--- config.mk ---
export PLATFORM = sky130hd
export DESIGN_NAME = heap_block_allocator
export DESIGN_NICKNAME = d
export VERILOG_FILES = /design/src/hdl/hba_pkg.sv /design/src/hdl/hba_ctrl.sv /design/src/hdl/hba_dp.sv /design/src/hdl/heap_block_allocator.sv
export SDC_FILE = /design/constraint.sdc
export NUM_CORES = 2
export LEC_CHECK = 0
export ABC_AREA = 0
export BUFFER_PORTS_ARGS = -buffer_cell sky130_fd_sc_hd__buf_2
export CORE_UTILIZATION = 59
export DETAILED_ROUTE_END_ITERATION = 10
export HOLD_SLACK_MARGIN = 0.12
export PLACE_DENSITY = 0.81
export SYNTH_ARGS = -nofsm -noshare
export SYNTH_HDL_FRONTEND = slang
export SYNTH_SLANG_ARGS = --single-unit
--- constraint.sdc ---
create_clock -name clk_i -period 7.1 [get_ports clk_i]
set_clock_uncertainty 0.1 [all_clocks]
set_input_delay 0 -clock clk_i [delete_from_list [all_inputs] [get_ports clk_i]]
set_output_delay 0 -clock clk_i [all_outputs]
set_load 0.1 [all_outputs]
--- src/hdl/hba_pkg.sv ---
// Package with the shared types, constants and codes of the heap block allocator.
`default_nettype none
package hba_pkg;
  localparam int unsigned HeapBytes   = 65536;
  localparam int unsigned MaxBlocks   = 16;
  localparam int unsigned HeaderBytes = 40;
  localparam int unsigned AlignBytes  = 8;
  localparam int unsigned IdxW        = $clog2(MaxBlocks);
  localparam int unsigned CntW        = $clog2(MaxBlocks + 1);

  localparam logic [2:0] StReused   = 3'd0;
  localparam logic [2:0] StExtended = 3'd1;
  localparam logic [2:0] StZero     = 3'd2;
  localparam logic [2:0] StNoSpace  = 3'd3;
  localparam logic [2:0] StReleased = 3'd4;
  localparam logic [2:0] StInvalid  = 3'd5;

  localparam logic       FuncAlloc   = 1'b0;
  localparam logic [1:0] FitNext     = 2'd1;
  localparam logic [1:0] FitBest     = 2'd2;

  typedef struct packed {
    logic        func;
    logic [15:0] request_bytes;
    logic [1:0]  fit_mode;
    logic [15:0] release_addr;
  } hba_in_t;

  typedef struct packed {
    logic [2:0]  status;
    logic [15:0] address;
  } hba_out_t;

  typedef enum logic [3:0] {
    S_IDLE, S_DECIDE, S_SCAN, S_SCAN_END, S_SHIFT_UP, S_PLACE, S_REL_PREV,
    S_REL_NEXT, S_SHIFT_DOWN, S_DONE
  } hba_state_e;

  // Controller to datapath.
  typedef struct packed {
    logic start;      // latch request, clear scan
    logic scan_step;  // examine entry at scan pointer
    logic scan_end;   // resolve the search
    logic shift_up;   // move one entry up for an insert
    logic place;      // apply allocation outcome
    logic rel_prev;   // merge with previous
    logic rel_next;   // merge next or trim tail
    logic shift_down; // move one entry down, or close the removal when done
    logic finish;     // load the result register
  } hba_cmd_t;

  // Datapath to controller.
  typedef struct packed {
    logic immediate;  // zero size: no search needed
    logic scan_last;  // scan pointer at last entry or search settled
    logic need_up;    // insert still needs shifting
    logic need_down;  // removal still needs shifting
    logic is_alloc;
    logic hit;        // release found its entry
    logic rel_done;   // merge with the next entry or tail trim already decided
  } hba_sts_t;
endpackage
`default_nettype wire

--- src/hdl/hba_ctrl.sv ---
// Controller state machine of the heap block allocator.
`default_nettype none
module hba_ctrl import hba_pkg::*; (
  input  wire logic     clk_i,
  input  wire logic     rst_ni,
  input  wire logic     in_valid_i,
  output logic          in_stall_o,
  input  wire logic     out_busy_i,
  input  wire hba_sts_t sts_i,
  output hba_cmd_t      cmd_o
);
  hba_state_e state_q, state_d;

  always_ff @(posedge clk_i or negedge rst_ni) begin
    if (!rst_ni) state_q <= S_IDLE;
    else state_q <= state_d;
  end

  always_comb begin
    state_d = state_q;
    case (state_q)
      S_IDLE:       if (in_valid_i) state_d = S_DECIDE;
      S_DECIDE:     state_d = sts_i.immediate ? S_DONE : S_SCAN;
      S_SCAN:       if (sts_i.scan_last) state_d = S_SCAN_END;
      S_SCAN_END:   state_d = sts_i.is_alloc ? S_SHIFT_UP
                              : (sts_i.hit ? S_REL_PREV : S_DONE);
      S_SHIFT_UP:   if (!sts_i.need_up) state_d = S_PLACE;
      S_PLACE:      state_d = S_DONE;
      S_REL_PREV:   state_d = S_SHIFT_DOWN;
      S_SHIFT_DOWN: if (!sts_i.need_down) state_d = sts_i.rel_done ? S_DONE : S_REL_NEXT;
      S_REL_NEXT:   state_d = S_SHIFT_DOWN;
      S_DONE:       if (!out_busy_i) state_d = S_IDLE;
      default:      state_d = S_IDLE;
    endcase
  end

  always_comb begin
    cmd_o = '0;
    in_stall_o = 1'b1;
    case (state_q)
      S_IDLE: begin
        in_stall_o = 1'b0;
        cmd_o.start = in_valid_i;
      end
      S_SCAN:       cmd_o.scan_step = 1'b1;
      S_SCAN_END:   cmd_o.scan_end = 1'b1;
      S_SHIFT_UP:   cmd_o.shift_up = sts_i.need_up;
      S_PLACE:      cmd_o.place = 1'b1;
      S_REL_PREV:   cmd_o.rel_prev = 1'b1;
      S_SHIFT_DOWN: cmd_o.shift_down = 1'b1;
      S_REL_NEXT:   cmd_o.rel_next = 1'b1;
      S_DONE:       cmd_o.finish = !out_busy_i;
      default:      cmd_o = '0;
    endcase
  end
endmodule
`default_nettype wire

--- src/hdl/hba_dp.sv ---
// Datapath of the heap block allocator: block table, search and updates.
`default_nettype none
module hba_dp import hba_pkg::*; (
  input  wire logic        clk_i,
  input  wire logic        rst_ni,
  input  wire hba_in_t     in_i,
  input  wire logic [16:0] limit_i,
  input  wire hba_cmd_t    cmd_i,
  output hba_sts_t         sts_o,
  output hba_out_t         res_o
);
  localparam logic [16:0] Hdr17   = 17'(HeaderBytes);
  localparam logic [16:0] Split17 = 17'(HeaderBytes + AlignBytes);
  localparam logic [16:0] Heap17  = 17'(HeapBytes);

  logic [15:0] st_q [MaxBlocks];
  logic [15:0] sz_q [MaxBlocks];
  logic        fr_q [MaxBlocks];
  logic [CntW-1:0] cnt_q;
  logic [16:0] top_q;
  logic [CntW-1:0] rov_q;

  hba_in_t     req_q;
  logic [16:0] size_q;        // rounded request
  logic [CntW-1:0] scan_q;    // entries examined
  logic [IdxW-1:0] ptr_q;     // current entry
  logic        found_q;
  logic [IdxW-1:0] sel_q;     // chosen entry
  logic        ins_q;         // insert pending
  logic [CntW-1:0] mv_q;      // shift pointer
  logic [CntW-1:0] rm_q;      // entry being removed
  logic        rm_pend_q;     // a removal is in progress
  logic        rm_tail_q;
  logic [2:0]  status_q;
  logic [15:0] addr_q;        // granted address, held until the result is loaded

  // Scan view of the current entry.
  logic [15:0] cur_st, cur_sz;
  logic        cur_fr, cur_fit, cur_rel;
  assign cur_st  = st_q[ptr_q];
  assign cur_sz  = sz_q[ptr_q];
  assign cur_fr  = fr_q[ptr_q];
  assign cur_fit = cur_fr && ({1'b0, cur_sz} >= size_q);
  assign cur_rel = !cur_fr && ((17'(cur_st) + Hdr17) == {1'b0, req_q.release_addr});

  logic is_best;
  assign is_best = (req_q.fit_mode == FitBest);
  logic settle;
  assign settle = (req_q.func == FuncAlloc) ? (cur_fit && !is_best) : cur_rel;

  logic [CntW-1:0] cnt_m1, next_scan;
  assign cnt_m1    = cnt_q - CntW'(1);
  assign next_scan = scan_q + CntW'(1);

  logic [IdxW-1:0] ptr_inc;
  assign ptr_inc = (CntW'(ptr_q) + CntW'(1) >= cnt_q) ? '0 : ptr_q + IdxW'(1);

  logic [16:0] sel_sz, rem;
  assign sel_sz = {1'b0, sz_q[sel_q]};
  assign rem    = sel_sz - size_q;

  logic [16:0] limit;
  assign limit = (limit_i < Heap17) ? limit_i : Heap17;

  // One bit wider than the heap top so a large request near the limit cannot wrap.
  logic [17:0] top_need;
  assign top_need = 18'(top_q) + 18'(Hdr17) + 18'(size_q);

  logic need_down;
  assign need_down = rm_pend_q && (mv_q + CntW'(1) < cnt_q);

  assign sts_o.immediate = (req_q.func == FuncAlloc) && (req_q.request_bytes == '0);
  assign sts_o.scan_last = (cnt_q == '0) || (next_scan >= cnt_q) || (cmd_i.scan_step && settle);
  assign sts_o.need_up   = ins_q && (mv_q > (CntW'(sel_q) + CntW'(1)));
  assign sts_o.need_down = need_down;
  assign sts_o.is_alloc  = (req_q.func == FuncAlloc) && (size_q != '0);
  assign sts_o.hit       = found_q;
  assign sts_o.rel_done  = rm_tail_q;

  logic [IdxW-1:0] mvi;
  assign mvi = mv_q[IdxW-1:0];

  always_ff @(posedge clk_i or negedge rst_ni) begin
    if (!rst_ni) begin
      cnt_q <= '0;
      top_q <= '0;
      rov_q <= '0;
      found_q <= 1'b0;
      ins_q <= 1'b0;
      rm_q <= '0;
      rm_pend_q <= 1'b0;
      rm_tail_q <= 1'b0;
      status_q <= StZero;
      res_o <= '0;
    end else begin
      if (cmd_i.start) begin
        req_q   <= in_i;
        size_q  <= (17'(in_i.request_bytes) + 17'(AlignBytes - 1)) &
                   ~17'(AlignBytes - 1);
        scan_q  <= '0;
        found_q <= 1'b0;
        ins_q   <= 1'b0;
        rm_q    <= '0;
        rm_pend_q <= 1'b0;
        rm_tail_q <= 1'b0;
        if (in_i.func == FuncAlloc && in_i.fit_mode == FitNext && rov_q < cnt_q)
          ptr_q <= rov_q[IdxW-1:0];
        else
          ptr_q <= '0;
        status_q <= (in_i.func == FuncAlloc && in_i.request_bytes == '0) ? StZero : StNoSpace;
      end
      if (cmd_i.scan_step && cnt_q != '0 && !(found_q && !is_best)) begin
        scan_q <= next_scan;
        ptr_q  <= ptr_inc;
        if (req_q.func == FuncAlloc) begin
          if (cur_fit && (!found_q || cur_sz < sz_q[sel_q])) begin
            found_q <= 1'b1;
            sel_q   <= ptr_q;
          end
        end else if (cur_rel && !found_q) begin
          found_q <= 1'b1;
          sel_q   <= ptr_q;
        end
      end
      if (cmd_i.scan_end) begin
        mv_q <= cnt_q;
        if (req_q.func == FuncAlloc) begin
          if (found_q) begin
            status_q <= StReused;
            if (req_q.fit_mode == FitNext) rov_q <= CntW'(sel_q);
            ins_q <= (rem >= Split17) && (cnt_q < CntW'(MaxBlocks));
          end else if (cnt_q < CntW'(MaxBlocks) && top_need <= {1'b0, limit}) begin
            status_q <= StExtended;
          end
        end else begin
          status_q <= found_q ? StReleased : StInvalid;
          if (found_q) fr_q[sel_q] <= 1'b1;
        end
      end
      if (cmd_i.shift_up) begin
        st_q[mvi] <= st_q[mvi - IdxW'(1)];
        sz_q[mvi] <= sz_q[mvi - IdxW'(1)];
        fr_q[mvi] <= fr_q[mvi - IdxW'(1)];
        mv_q <= mv_q - CntW'(1);
      end
      if (cmd_i.place) begin
        if (status_q == StReused) begin
          fr_q[sel_q] <= 1'b0;
          addr_q <= 16'(17'(st_q[sel_q]) + Hdr17);
          if (ins_q) begin
            sz_q[sel_q] <= size_q[15:0];
            st_q[sel_q + IdxW'(1)] <= 16'(17'(st_q[sel_q]) + Hdr17 + size_q);
            sz_q[sel_q + IdxW'(1)] <= 16'(rem - Hdr17);
            fr_q[sel_q + IdxW'(1)] <= 1'b1;
            cnt_q <= cnt_q + CntW'(1);
            if (rov_q > CntW'(sel_q) && rov_q + CntW'(1) < cnt_q + CntW'(1))
              rov_q <= rov_q + CntW'(1);
          end
        end else if (status_q == StExtended) begin
          st_q[cnt_q[IdxW-1:0]] <= top_q[15:0];
          sz_q[cnt_q[IdxW-1:0]] <= size_q[15:0];
          fr_q[cnt_q[IdxW-1:0]] <= 1'b0;
          cnt_q <= cnt_q + CntW'(1);
          top_q <= top_need[16:0];
          addr_q <= 16'(top_q + Hdr17);
        end
      end
      // Merge with previous: grow previous, remove sel.
      if (cmd_i.rel_prev) begin
        if (sel_q != '0 && fr_q[sel_q - IdxW'(1)]) begin
          sz_q[sel_q - IdxW'(1)] <= 16'(17'(sz_q[sel_q - IdxW'(1)]) + Hdr17 +
                                        17'(sz_q[sel_q]));
          rm_q <= CntW'(sel_q);
          mv_q <= CntW'(sel_q);
          rm_pend_q <= 1'b1;
          sel_q <= sel_q - IdxW'(1);
        end else begin
          rm_pend_q <= 1'b0;
        end
      end
      // Shift the entries above a removed one down, then fix count and rover.
      if (cmd_i.shift_down) begin
        if (need_down) begin
          st_q[mvi] <= st_q[mvi + IdxW'(1)];
          sz_q[mvi] <= sz_q[mvi + IdxW'(1)];
          fr_q[mvi] <= fr_q[mvi + IdxW'(1)];
          mv_q <= mv_q + CntW'(1);
        end else if (rm_pend_q) begin
          cnt_q <= cnt_m1;
          if (rov_q > rm_q) rov_q <= (rov_q - CntW'(1) >= cnt_m1) ? '0 : rov_q - CntW'(1);
          else if (rov_q == rm_q) rov_q <= (rm_q - CntW'(1) >= cnt_m1) ? '0 : rm_q - CntW'(1);
          else if (rov_q >= cnt_m1) rov_q <= '0;
          rm_pend_q <= 1'b0;
        end
      end
      // Merge with the next entry, or give a freed tail back to the heap top.
      if (cmd_i.rel_next) begin
        rm_tail_q <= 1'b1;
        if (CntW'(sel_q) + CntW'(1) < cnt_q) begin
          if (fr_q[sel_q + IdxW'(1)]) begin
            sz_q[sel_q] <= 16'(17'(sz_q[sel_q]) + Hdr17 + 17'(sz_q[sel_q + IdxW'(1)]));
            rm_q <= CntW'(sel_q) + CntW'(1);
            mv_q <= CntW'(sel_q) + CntW'(1);
            rm_pend_q <= 1'b1;
          end
        end else begin
          top_q <= {1'b0, st_q[sel_q]};
          rm_q  <= CntW'(sel_q);
          mv_q  <= CntW'(sel_q);
          rm_pend_q <= 1'b1;
        end
      end
      if (cmd_i.finish) begin
        res_o.status  <= status_q;
        res_o.address <= (status_q == StReused || status_q == StExtended) ? addr_q : '0;
      end
    end
  end
endmodule
`default_nettype wire

--- src/hdl/heap_block_allocator.sv ---
// Top level of the heap block allocator: ports, limit register and output stage.
//
//  Channel  | Direction | Handshake           | Payload
//  in       | in        | in_valid_i/in_stall_o | hba_in_t
//  out      | out       | out_valid_o/out_stall_i | hba_out_t
//  cfg      | in        | cfg_valid_i/cfg_ready_o | 17-bit heap limit
//
// One transfer is handled at a time; a new input transfer is taken only once the
// last one has passed its result to the output register.
// The search walks the block table one entry a cycle, and each insert or
// removal moves one table entry a cycle.
// Reset empties the table, the heap top and the rover; the limit resets to 65536.
// An input transfer may be taken while a result waits on a stalled output; that
// item then holds in its last state until the output is no longer stalled.
`default_nettype none
module heap_block_allocator import hba_pkg::*; (
  input  wire logic        clk_i,
  input  wire logic        rst_ni,
  input  wire logic        in_valid_i,
  output logic             in_stall_o,
  input  wire hba_in_t     in_data_i,
  output logic             out_valid_o,
  input  wire logic        out_stall_i,
  output hba_out_t         out_data_o,
  input  wire logic        cfg_valid_i,
  output logic             cfg_ready_o,
  input  wire logic [16:0] cfg_data_i
);
  logic [16:0] limit_q;
  logic        ovalid_q;
  hba_cmd_t    cmd;
  hba_sts_t    sts;
  hba_out_t    res;

  assign cfg_ready_o = 1'b1;
  always_ff @(posedge clk_i or negedge rst_ni) begin
    if (!rst_ni) limit_q <= 17'(HeapBytes);
    else if (cfg_valid_i) limit_q <= cfg_data_i;
  end

  // The result register is held valid until the consumer takes it.
  always_ff @(posedge clk_i or negedge rst_ni) begin
    if (!rst_ni) ovalid_q <= 1'b0;
    else if (cmd.finish) ovalid_q <= 1'b1;
    else if (!out_stall_i) ovalid_q <= 1'b0;
  end
  assign out_valid_o = ovalid_q;
  assign out_data_o  = res;

  hba_ctrl u_ctrl (
    .clk_i, .rst_ni, .in_valid_i, .in_stall_o,
    .out_busy_i(ovalid_q && out_stall_i), .sts_i(sts), .cmd_o(cmd)
  );

  hba_dp u_dp (
    .clk_i, .rst_ni, .in_i(in_data_i), .limit_i(limit_q),
    .cmd_i(cmd), .sts_o(sts), .res_o(res)
  );

  a_one_valid: assert property (@(posedge clk_i) disable iff (!rst_ni)
    cmd.finish |=> out_valid_o) else $error("result not presented");
  a_valid_held: assert property (@(posedge clk_i) disable iff (!rst_ni)
    out_valid_o && out_stall_i |=> out_valid_o) else $error("result dropped while stalled");
  a_held: assert property (@(posedge clk_i) disable iff (!rst_ni)
    out_valid_o && out_stall_i |=> $stable(out_data_o)) else $error("result changed");
endmodule
`default_nettype wire

==> impl_metrics.yaml <==
logic_synthesis:
  synthArstFlopShare_pct: 11.4
  ys_warn_count: 0
  avgSynthCellArea_um2: 12.9
  syn_area_mm2: 0.0549
  synth_ff_type: "edfxtp_1"
  seq_area_frac_synth_pct: 37.0
  ys_seq_elements: 699
  yosysUniqueCellTypes: 81
  syn_nets: 4564
  synth_edf_count: 595
  synth_cells: 4271
finish:
  nNetsFinal: 4695
  fin_cells: 5713
  drive_gt1_share_pct: 30.0
  area_delta_synth_final_pct: 11.4
pwr:
  comb_power_share_pct: 59.4
  sw_frac_of_total_pct: 44.1
  p_sw_mw: 11.7
  total_power_mw: 26.5
  p_per_area_mw_per_mm2: 434
  pwr-share-seq_pct: 24.4
  p_int_mw: 14.8
  pwr-share-clk_pct: 16.3
  peakVddDrop_uv: 334
  leakage_nw: 22.1
clocking:
  cts_tree: "built"
  cts_htree_levels: 3
  cts_buffers: 78
  insertion_delay_ns: 0.71
  cts_resized: 0
  root_buffer: "clkbuf_16"
  clk_path_buf_depth: 3
  cts_sinks: 699
  clkSlewWorstSetupHoldPaths_ns: 0.06
sta:
  min_period_ns: 6.60
  hold_viol: 0
  setup_viol: 0
  tightest_slew_ns: 1.45
  slew_viol_final: 0
  rsz0062_at_grt: "no"
  slew_headroom_pct: 3.47
  min_period_over_period_pct: 92.9
  timing.fmax_mhz: 152
  timing.setup.tns_ns: 0
global_routing:
  grt_pass1_wl_mm: 303
  grt_use_total_pct: 44.2
  antenna_found_initial: 11
  grt-ovfl-total: 0
  grt_max_degree: 128
  grt_pass1_vias: 45722
routing:
  avgRoutedWirePerCell_um: 36.5
  wl_mm: 208
  antenna_left: 0
  drt-initial-drc-count: 9179
  drcViolationCount: 0
  vias_per_cell: 8.16
  vias: 46633
  drtPass1Iterations: 8
floorplan:
  rows: 111
  start_util_pct: 59.8
  die_w_um: 307
  pin_count: 79
  dieArea_mm2: 0.0943
  die_h_um: 307
  coreArea_mm2: 0.0919
job:
  maxCapViolCount: 0
setup_path:
  cp_max_fo: 32
  reg2reg_slack_ns: 0.50
  cp.required_ns: 7.53
  path_class: "flip-flop to flip-flop"
  cp_data_arrival_time_ns: 7.02
  critPathCaptureType: "flip-flop"
  startpoint_type: "flip-flop"
placement:
  dp_hpwl_mm: 125
  routabilityCongestion: 1.04
  portBuffers: 77
  dp_cells: 5437
hold_path:
  hold_path.class: "input pin to flip-flop"
run_status:
  status: "finished, final reports clean"
## area by class of cell
cell class                 instances  area [um2]
timing repair buffer             387        3200
antenna                            6        15.0
clock inverter                    46         503
sequential                       699       20400
multi-input combinational       3105       33000
tap                             1243        1560
fill                            5978       30700
inverter                         131         492
clock buffer                      96        2100
## cell families after synthesis
| logic type | count (synthesis) | synth area share (%) |
|---|---|---|
| other | 1 | 0.00683 |
| buffers and inverters | 467 | 3.41 |
| multiplexers | 937 | 34.9 |
| AO/OA/AOI/OAI | 772 | 8.60 |
| XOR/XNOR | 153 | 2.44 |
| flip-flops | 699 | 37.0 |
| AND/OR/NAND/NOR | 1006 | 8.11 |
| adder cells (fa/ha/maj) | 236 | 5.44 |
## registers in the layout (all words and copies together), names as in the netlist, 5 cells and up, named ones only
name and cells:
u_dp.addr_q 16, u_dp.st_q 256, u_dp.top_q 17, limit_q 17, u_dp.size_q 14, u_dp.mv_q 5
u_dp.rov_q 5, u_dp.sz_q 256, u_dp.fr_q 16, u_dp.scan_q 5, u_dp.res_o 19, u_dp.rm_q 5
u_dp.req_q 35, u_dp.cnt_q 5
## Yosys cell counts (7+ instances only)
master / instances / area share (%)
a21oi_1: 294 / 2.7
nor2b_1: 27 / 0.31
inv_1: 125 / 0.85
or2_2: 10 / 0.11
and2_1: 11 / 0.13
o211ai_1: 10 / 0.14
nand3_1: 71 / 0.65
and3_1: 48 / 0.55
a221oi_1: 8 / 0.13
nand2_1: 405 / 2.8
nor3_1: 34 / 0.31
dfrtp_1: 78 / 3.6
buf_1: 73 / 0.50
clkbuf_1: 214 / 1.5
a21boi_0: 8 / 0.11
o21bai_1: 15 / 0.20
mux4_2: 766 / 31
xor2_1: 49 / 0.78
o41ai_1: 8 / 0.13
a211oi_1: 26 / 0.36
a22oi_1: 11 / 0.15
a311oi_1: 32 / 0.51
nand2b_1: 29 / 0.33
mux4_1: 7 / 0.33
mux2_2: 95 / 1.9
a31oi_1: 13 / 0.15
o21ai_0: 187 / 1.7
nand4_1: 14 / 0.16
a221o_1: 7 / 0.13
ha_1: 231 / 5.3
dfxtp_1: 24 / 0.87
a21o_1: 38 / 0.52
nor4_1: 17 / 0.19
edfxtp_1: 595 / 33
nor2_1: 302 / 2.1
or3_1: 10 / 0.11
a22o_1: 12 / 0.19
mux2i_1: 68 / 1.2
o21a_1: 26 / 0.36
xnor2_1: 104 / 1.7
buf_2: 38 / 0.35
o22ai_1: 26 / 0.30
## stage by stage
stage | util, % | setup WS [ns] | area [um2] | hold slack (ns)
2_1_floorplan | - | 0.0277 | 55000 | -0.396
3_3_place_gp | 62.3 | 0.732 | 57300 | -0.0731
3_5_place_dp | 62.3 | 0.667 | 57300 | -0.0605
4_1_cts | 66.5 | 0.652 | 61200 | 0.126
5_1_grt | 66.6 | 0.232 | 61200 | 0.136
6_report | 66.6 | 0.503 | 61200 | 0.127
## power groups by stage
stage               combinational [mW]  clock, mW  sequential, mW
floorplan                         10.5          0            6.53
global placement                  14.1          0            6.49
detailed placement                14.6          0            6.51
CTS                               14.9       4.23            6.42
global route                      16.4       4.41            6.48
finish                            15.8       4.31            6.47
## cells in the final DEF, fill, tap and decap left out, drive strengths merged, types with 68 or more instances in the layout
cell type | netlist | layout
mux4 | 773 | 773
edfxtp | 595 | 595
nand2 | 405 | 405
nor2 | 302 | 302
a21oi | 294 | 294
buf | 122 | 260
ha | 231 | 231
o21ai | 193 | 193
inv | 128 | 134
dlygate4sd3 | 0 | 127
xnor2 | 104 | 104
mux2 | 96 | 96
clkbuf | 214 | 96
dfrtp | 78 | 78
nand3 | 71 | 71
mux2i | 68 | 68
## path summary, 6_finish.rpt
check / to / cells past startpoint / from
max: u_dp.ins_q / 15 / flip-flop
min: u_dp.size_q[4] / 3 / in_data_i[22]
max reg2reg: u_dp.ins_q / 15 / flip-flop
min reg2reg: u_dp.res_o[15] / 2 / u_dp.res_o[15]
max in group asynchronous: u_dp.top_q[16] / 4 / rst_ni
min in group asynchronous: limit_q[16] / 3 / rst_ni
## critical path, stage by stage (launching register included)
cell and delay, ns:
dfxtp_4 0.78, buf_12 0.31, buf_12 0.33, mux4_2 0.54, mux4_2 0.53, ha_1 0.39, a21o_1 0.15, a21oi_1 0.10
o21bai_1 0.16, a21oi_1 0.16, o21ai_0 0.58, a2111o_1 0.28, o311ai_0 0.28, or3_1 0.48, nor4_1 1.13, o31ai_1 0.12
## timing repair
item,in CTS,in global routing
hold endpoints to repair,193,0
buffers inserted,0,0
hold buffers,128,0
## per-layer routing
metal / track usage [%] / routed length (um) / vias to the layer above
li1: - / - / 17420
met1: 51.4 / 60500 / 22059
met2: 61.9 / 86500 / 5547
met3: 24.5 / 41800 / 1581
met4: 30.8 / 19200 / 26
met5: 0.827 / 278 / -
Note: power is estimated with default switching activity, not from simulation.
